<file path="config.mk">
export PLATFORM = sky130hd
export DESIGN_NAME = pmc_cordic
export DESIGN_NICKNAME = d
export VERILOG_FILES = /design/src/rtl/pmc_pkg.sv /design/src/rtl/pmc_cordic.sv
export SDC_FILE = /design/constraint.sdc
export NUM_CORES = 1
export LEC_CHECK = 0
export ABC_AREA = 1
export BUFFER_PORTS_ARGS = -buffer_cell sky130_fd_sc_hd__clkbuf_2
export CELL_PAD_IN_SITES_DETAIL_PLACEMENT = 1
export CELL_PAD_IN_SITES_GLOBAL_PLACEMENT = 1
export CORE_ASPECT_RATIO = 0.8
export CORE_MARGIN = 5
export CORE_UTILIZATION = 41
export DETAILED_ROUTE_END_ITERATION = 16
export PLACE_DENSITY = 0.87
export SLEW_MARGIN = 20
export SYNTH_ARGS = -nofsm -noshare
export SYNTH_HDL_FRONTEND = slang
export SYNTH_SLANG_ARGS = --single-unit
</file>
<file path="constraint.sdc">
create_clock -name clk -period 4.1 [get_ports clk]
set_input_delay 0.205 -clock clk [delete_from_list [all_inputs] [get_ports clk]]
set_output_delay 0.205 -clock clk [all_outputs]
set_load 0.01 [all_outputs]
</file>
<file path="src/rtl/pmc_pkg.sv">
package pmc_pkg;

  localparam int DEV_COUNT = 16;
  localparam int DEV_W     = (DEV_COUNT > 1) ? $clog2(DEV_COUNT) : 1;
  localparam int IDX_W     = 4;
  localparam int MOT_W     = 16;
  localparam int SUM_W     = 32;
  localparam int TS_W      = 32;
  localparam int ANG_W     = 16;
  localparam int GRADE_W   = 4;

  // CORDIC datapath: sums scaled by 2^16 plus growth headroom
  localparam int CW           = 51;
  localparam int ZW           = 21;
  localparam int CORDIC_STEPS = 16;
  localparam int STEP_W       = $clog2(CORDIC_STEPS);
  localparam logic signed [ZW-1:0] ANGLE_PI = 21'sd205887;

  localparam int RND_W = 18;  // rounded angle before truncation to Q3.12

  typedef enum logic [1:0] {
    CMD_MOTION,
    CMD_CLEAR,
    CMD_PAUSE,
    CMD_COMPARE
  } cmd_t;

  typedef enum logic [3:0] {
    S_IDLE,
    S_MOTION,
    S_RD_SRC,
    S_RD_TGT,
    S_MULX,
    S_MULY,
    S_ADD,
    S_SQRT,
    S_DIV,
    S_ANGT_GO,
    S_ANGT_WAIT,
    S_ANGS_GO,
    S_ANGS_WAIT,
    S_ROUND,
    S_DONE
  } state_t;

  // atan(2^-i) in units of 2^-16 rad
  function automatic logic signed [ZW-1:0] atan_unit(input logic [STEP_W-1:0] i);
    logic signed [ZW-1:0] r;
    unique case (i)
      4'd0:    r = 21'sd51472;
      4'd1:    r = 21'sd30386;
      4'd2:    r = 21'sd16055;
      4'd3:    r = 21'sd8150;
      4'd4:    r = 21'sd4091;
      4'd5:    r = 21'sd2047;
      4'd6:    r = 21'sd1024;
      4'd7:    r = 21'sd512;
      4'd8:    r = 21'sd256;
      4'd9:    r = 21'sd128;
      4'd10:   r = 21'sd64;
      4'd11:   r = 21'sd32;
      4'd12:   r = 21'sd16;
      4'd13:   r = 21'sd8;
      4'd14:   r = 21'sd4;
      default: r = 21'sd2;
    endcase
    return r;
  endfunction

  function automatic logic [GRADE_W-1:0] grade_of(input logic [RND_W-1:0] a);
    logic [GRADE_W-1:0] g;
    priority if (a == '0)          g = 4'd0;
    else if (a < RND_W'(41))       g = 4'd1;
    else if (a < RND_W'(205))      g = 4'd2;
    else if (a < RND_W'(410))      g = 4'd3;
    else if (a < RND_W'(615))      g = 4'd4;
    else if (a < RND_W'(820))      g = 4'd5;
    else if (a < RND_W'(1229))     g = 4'd6;
    else if (a < RND_W'(2048))     g = 4'd7;
    else                           g = 4'd8;
    return g;
  endfunction

endpackage

</file>
<file path="src/rtl/pmc_cordic.sv">
module pmc_cordic import pmc_pkg::*; (
  input  logic                    clk,
  input  logic                    rst,
  input  logic                    start,
  input  logic signed [SUM_W-1:0] ynum,
  input  logic signed [SUM_W-1:0] xden,
  output logic                    done,
  output logic signed [ZW-1:0]    z
);

  logic                 busy;
  logic [STEP_W-1:0]    i;
  logic signed [CW-1:0] x, y;
  logic signed [CW-1:0] xs0, ys0, xsh, ysh;
  logic                 zero_vec;

  assign xs0      = CW'(xden) <<< 16;
  assign ys0      = CW'(ynum) <<< 16;
  assign zero_vec = (xden == '0) && (ynum == '0);
  assign xsh      = x >>> i;
  assign ysh      = y >>> i;

  always_ff @(posedge clk) begin
    if (rst) begin
      busy <= 1'b0;
      done <= 1'b0;
    end else begin
      done <= (busy && i == STEP_W'(CORDIC_STEPS - 1)) || (start && zero_vec);
      if (start) begin
        busy <= !zero_vec;
      end else if (busy && i == STEP_W'(CORDIC_STEPS - 1)) begin
        busy <= 1'b0;
      end
    end
  end

  always_ff @(posedge clk) begin
    if (start) begin
      i <= '0;
      if (zero_vec) begin
        z <= '0;
      end else if (xs0 < 0) begin
        // left half plane: rotate by pi first
        z <= (ys0 >= 0) ? ANGLE_PI : -ANGLE_PI;
        x <= -xs0;
        y <= -ys0;
      end else begin
        z <= '0;
        x <= xs0;
        y <= ys0;
      end
    end else if (busy) begin
      i <= i + 1'b1;
      if (y > 0) begin
        x <= x + ysh;
        y <= y - xsh;
        z <= z + atan_unit(i);
      end else begin
        x <= x - ysh;
        y <= y + xsh;
        z <= z - atan_unit(i);
      end
    end
  end

endmodule

</file>
==> flow_summary.yaml, run 1 <==
cts:
  cts_buffers: 17
  cts.sinks: 145
  htree_levels: 4
  clock-root-buffer: "clkbuf_16"
  clk_path_buf_depth: 2
yosys:
  syn_area_per_cell_um2: 5.97
  ys_ff_latch: 145
  yosysTopAreaCell: "edfxtp_1"
  muxShareOfSynthArea_pct: 0
  syn_nets: 4023
  async_flop_share_pct: 0
  yosys.area_share.simple_pct: 42.2
  synth_top_area_share_pct: 16.2
  ys_top_cells_by_area: "edfxtp_1 16%, nand2_1 16%, nand3_1 13%"
  synth_edf_count: 123
  synth_ff_type: "edfxtp_1"
  synth_top_family_by_area: "simple AND/OR/NAND/NOR gates"
  ys_seq_area_share_pct: 18.1
  synth_cells: 3817
  yosys_warnings: 0
  synth_xor_area_share_pct: 4.76
  synth_fa_ha_area_share_pct: 7.73
  yosysUniqueCellTypes: 63
  synth-compound-area-share_pct: 17.6
  synth_area_mm2: 0.0228
floorplan:
  chipHeight_um: 221
  die_width_um: 274
  initial_core_util_pct: 41.3
  fp-row-count: 77
  ios: 89
placement:
  dp.cells: 5391
  dp_hpwl_mm: 104
  gp_congestion: 1.05
  numPortBuffers: 88
run_status:
  status: "aborted with a tool error"
  stop_stage: "global routing (5_1_grt)"
  first-error: "[ERROR GRT-0232] Routing congestion too high. Check the congestion heatmap in the GUI."
global_route:
  grt_usage_pct: 87.1
  grt.overflow.total: 498
  grt_max_degree: 59
## through the flow
stage | setup slack (ns) | hold slack [ns] | instance area (µm²) | TNS, ns
floorplan | 0.00783 | 0.274 | 22800 | 0
global placement | -0.524 | 0.385 | 30100 | -25.08
detailed placement | -1.30 | 0.399 | 30100 | -65.56
CTS | -0.800 | 0.0315 | 33300 | -42.73
## layer usage
layer,GRT overflow,GRT usage [%]
met1,29,86.0
met2,231,94.3
met3,37,81.9
met4,200,87.9
met5,1,61.2
## synthesized netlist by cell type (all sizes together), types with 45 or more instances
cell type	number
nand2	1024
o21ai	290
ha	136
nand3	599
xnor2	45
nor3	52
inv	366
nor2	405
buf	94
xor2	79
a21oi	297
edfxtp	123
## cell families after synthesis
family,Yosys count
buf+inv,504
fa+ha+maj,139
compound gates,722
flops,145
simple gates,2183
xor+xnor,124
## timing repair
action,4_1_cts
gates cloned,4
setup buffers,40
setup endpoints to repair,97
pin swaps,108
hold buffers,1
endpoints found under the hold margin,2
gates resized for setup,588
==> inputs of run 2 (changes only) <==
Settings changed: CELL_PAD_IN_SITES_DETAIL_PLACEMENT 1 to default, CELL_PAD_IN_SITES_GLOBAL_PLACEMENT 1 to default, CORE_ASPECT_RATIO 0.8 to default, CORE_UTILIZATION 41 to 30, PLACE_DENSITY 0.87 to default, PLACE_DENSITY_LB_ADDON from default to 0.15.
Clock period 4.1 ns to 5.33 ns, I/O delays scaled along.
==> flow_summary.yaml, run 2 <==
critical_path:
  critPathRequiredTime_ns: 5.59
  end_kind: "register"
  crit_type: "register to register"
  path_max_fanout: 21
  startpoint_type: "register"
  crit_arrival_ns: 5.49
global_route:
  grt_usage_pct: 21.3
  grt_pass1_wl_mm: 137
  grt_pass1_vias: 23600
  antenna_found_initial: 0
  grt_max_degree: 72
  grt.overflow.total: 0
yosys:
  synth_edf_count: 123
  syn_area_per_cell_um2: 5.97
  synth_area_mm2: 0.0228
  syn_nets: 4023
  synth_ff_type: "edfxtp_1"
  yosysUniqueCellTypes: 63
  async_flop_share_pct: 0
  ys_ff_latch: 145
  yosysTopAreaCell: "edfxtp_1"
  ys_seq_area_share_pct: 18.1
  yosysMostFrequentCell: "nand2_1"
  synth_cells: 3817
  synth_common_cells: "981 x nand2_1, 587 x nand3_1, 379 x nor2_1"
  yosys_warnings: 0
  synth_top_area_share_pct: 16.2
  ys_top_cells_by_area: "edfxtp_1 16%, nand2_1 16%, nand3_1 13%"
sta:
  fmax_mhz: 191
  relSlewSlack_pct: 42.2
  finalSetupViolCount: 0
  skew_ns: 0.0171
  rsz0062_at_grt: "false"
  finalMaxSlewViolations: 0
  setup_tns_ns: 0
  worstMarginPinSlew_ns: 0.860
  hold_violations: 0
  period_minus_slack_ns: 5.23
  min_period_over_period_pct: 98.1
drt:
  routed_via_density: 5.27
  first_pass_iters: 5
  num_vias: 25500
  routed_wl_mm: 90.4
  drt_iter0_drc: 1957
  drc: 0
  wl_per_cell_um: 18.7
  final_antenna_net_count: 0
final_layout:
  mostFrequentLayoutCells: "980 x nand2_1, 587 x nand3_1, 377 x nor2_1, 345 x inv_1, 294 x a21oi_1"
  layout_commonest_cell: "nand2_1"
  num-fill-cells: 8563
  drive_gt1_share_pct: 8.98
  layout.nets: 4058
  syn2layout_area_growth_pct: 9.58
cts:
  cts.sinks: 145
  clk_path_buf_depth: 2
  clock-root-buffer: "clkbuf_16"
  clkLatencyLatePin_ns: 0.51
  cts_tree: "yes"
  clk_pin_slew_worst_paths_ns: 0.08
  cts_buffers: 17
  htree_levels: 4
floorplan:
  dieArea_mm2: 0.0816
  initial_core_util_pct: 30.1
  ios: 89
  fp-row-count: 101
  die_width_um: 286
  chipHeight_um: 286
  core_area_mm2: 0.0757
worst_hold_path:
  hold_path.class: "input pin to register"
placement:
  dp_hpwl_mm: 72.8
  gp_congestion: 0.910
  numPortBuffers: 88
run_status:
  status: "finished clean"
run:
  cap_violations: 0
[run 2: path summary, 6_finish.rpt]
path	endpoint	startpoint	cells after the start	slack (ns)
setup / recovery	z[16]	y[21]	22	0.1
hold / removal	y[16]	ynum[0]	3	0.13
setup reg to reg	z[16]	y[21]	22	0.1
hold reg to reg	done	busy	4	0.69
[run 2: cell type report]
| cell class | instances | area, µm² | share of cell area, % |
|---|---|---|---|
| multi-input combinational | 3168 | 16600 | 66.4 |
| inverter | 368 | 1400 | 5.59 |
| sequential | 145 | 4140 | 16.6 |
| antenna | 1 | 2.50 | 0.0100 |
| clock inverter | 14 | 159 | 0.636 |
| timing repair buffer | 152 | 1040 | 4.16 |
| tap | 978 | 1220 | 4.90 |
| clock buffer | 18 | 429 | 1.72 |
[run 2: what timing repair did]
item | 4_1_cts | 5_1_grt
resized for setup | 0 | 44
hold buffers | 1 | 0
hold endpoints to repair | 2 | 0
endpoints found under the setup margin | 0 | 42
setup buffers | 0 | 1
[run 2: metal layers]
| metal | track usage (%) | wire, µm | vias up |
|---|---|---|---|
| li1 | - | - | 13000 |
| met2 | 36.6 | 43200 | 656 |
| met4 | 5.43 | 2110 | 0 |
| met1 | 28.7 | 41700 | 11700 |
| met5 | 0 | 0 | - |
| met3 | 1.95 | 3440 | 90 |
[run 2: metrics by stage]
step	setup WS (ns)	cell area (µm²)	std cells	hold slack (ns)	utilization [%]
after floorplan	1.15	22800	3817	0.336	-
after global placement	0.0432	24200	4809	0.450	32.0
after detailed placement	0.108	24200	4809	0.447	32.0
after CTS	0.0863	24800	4842	0.0910	32.8
after global routing	0.00895	25000	4843	0.146	33.0
final	0.0998	25000	4844	0.129	33.0
[run 2: critical path, stage by stage (launching register included)]
cell      delay, ns
edfxtp_1       0.50
nor4_1         0.44
nand4_1        0.22
nor2_4         0.22
nand2_1        0.17
nand2_2        0.18
inv_2          0.17
buf_4          0.26
buf_4          0.25
nand2_1        0.10
xor2_1         0.27
ha_1           0.28
a21oi_1        0.11
nand2_1        0.08
inv_1          0.05
o21ai_0        0.50
a21oi_1        0.23
o21ai_0        0.33
a21oi_1        0.16
o21bai_1       0.20
a21oi_1        0.08
o21ai_0        0.11
nand2_1        0.07
[run 2: cell families (layout without fill, tap and decap cells)]
logic type      after synthesis  in the layout  synth area share (%)
buf+inv                     504            552                  9.65
flops                       145            145                  18.1
fa+ha+maj                   139            139                  7.73
simple gates               2183           2183                  42.2
other cells                   0              1                     0
xor+xnor                    124            124                  4.76
compound gates              722            722                  17.6
Power of run 2 is not shown: default switching activity piles up to over one toggle a cycle in this logic, so the estimate is an artifact.
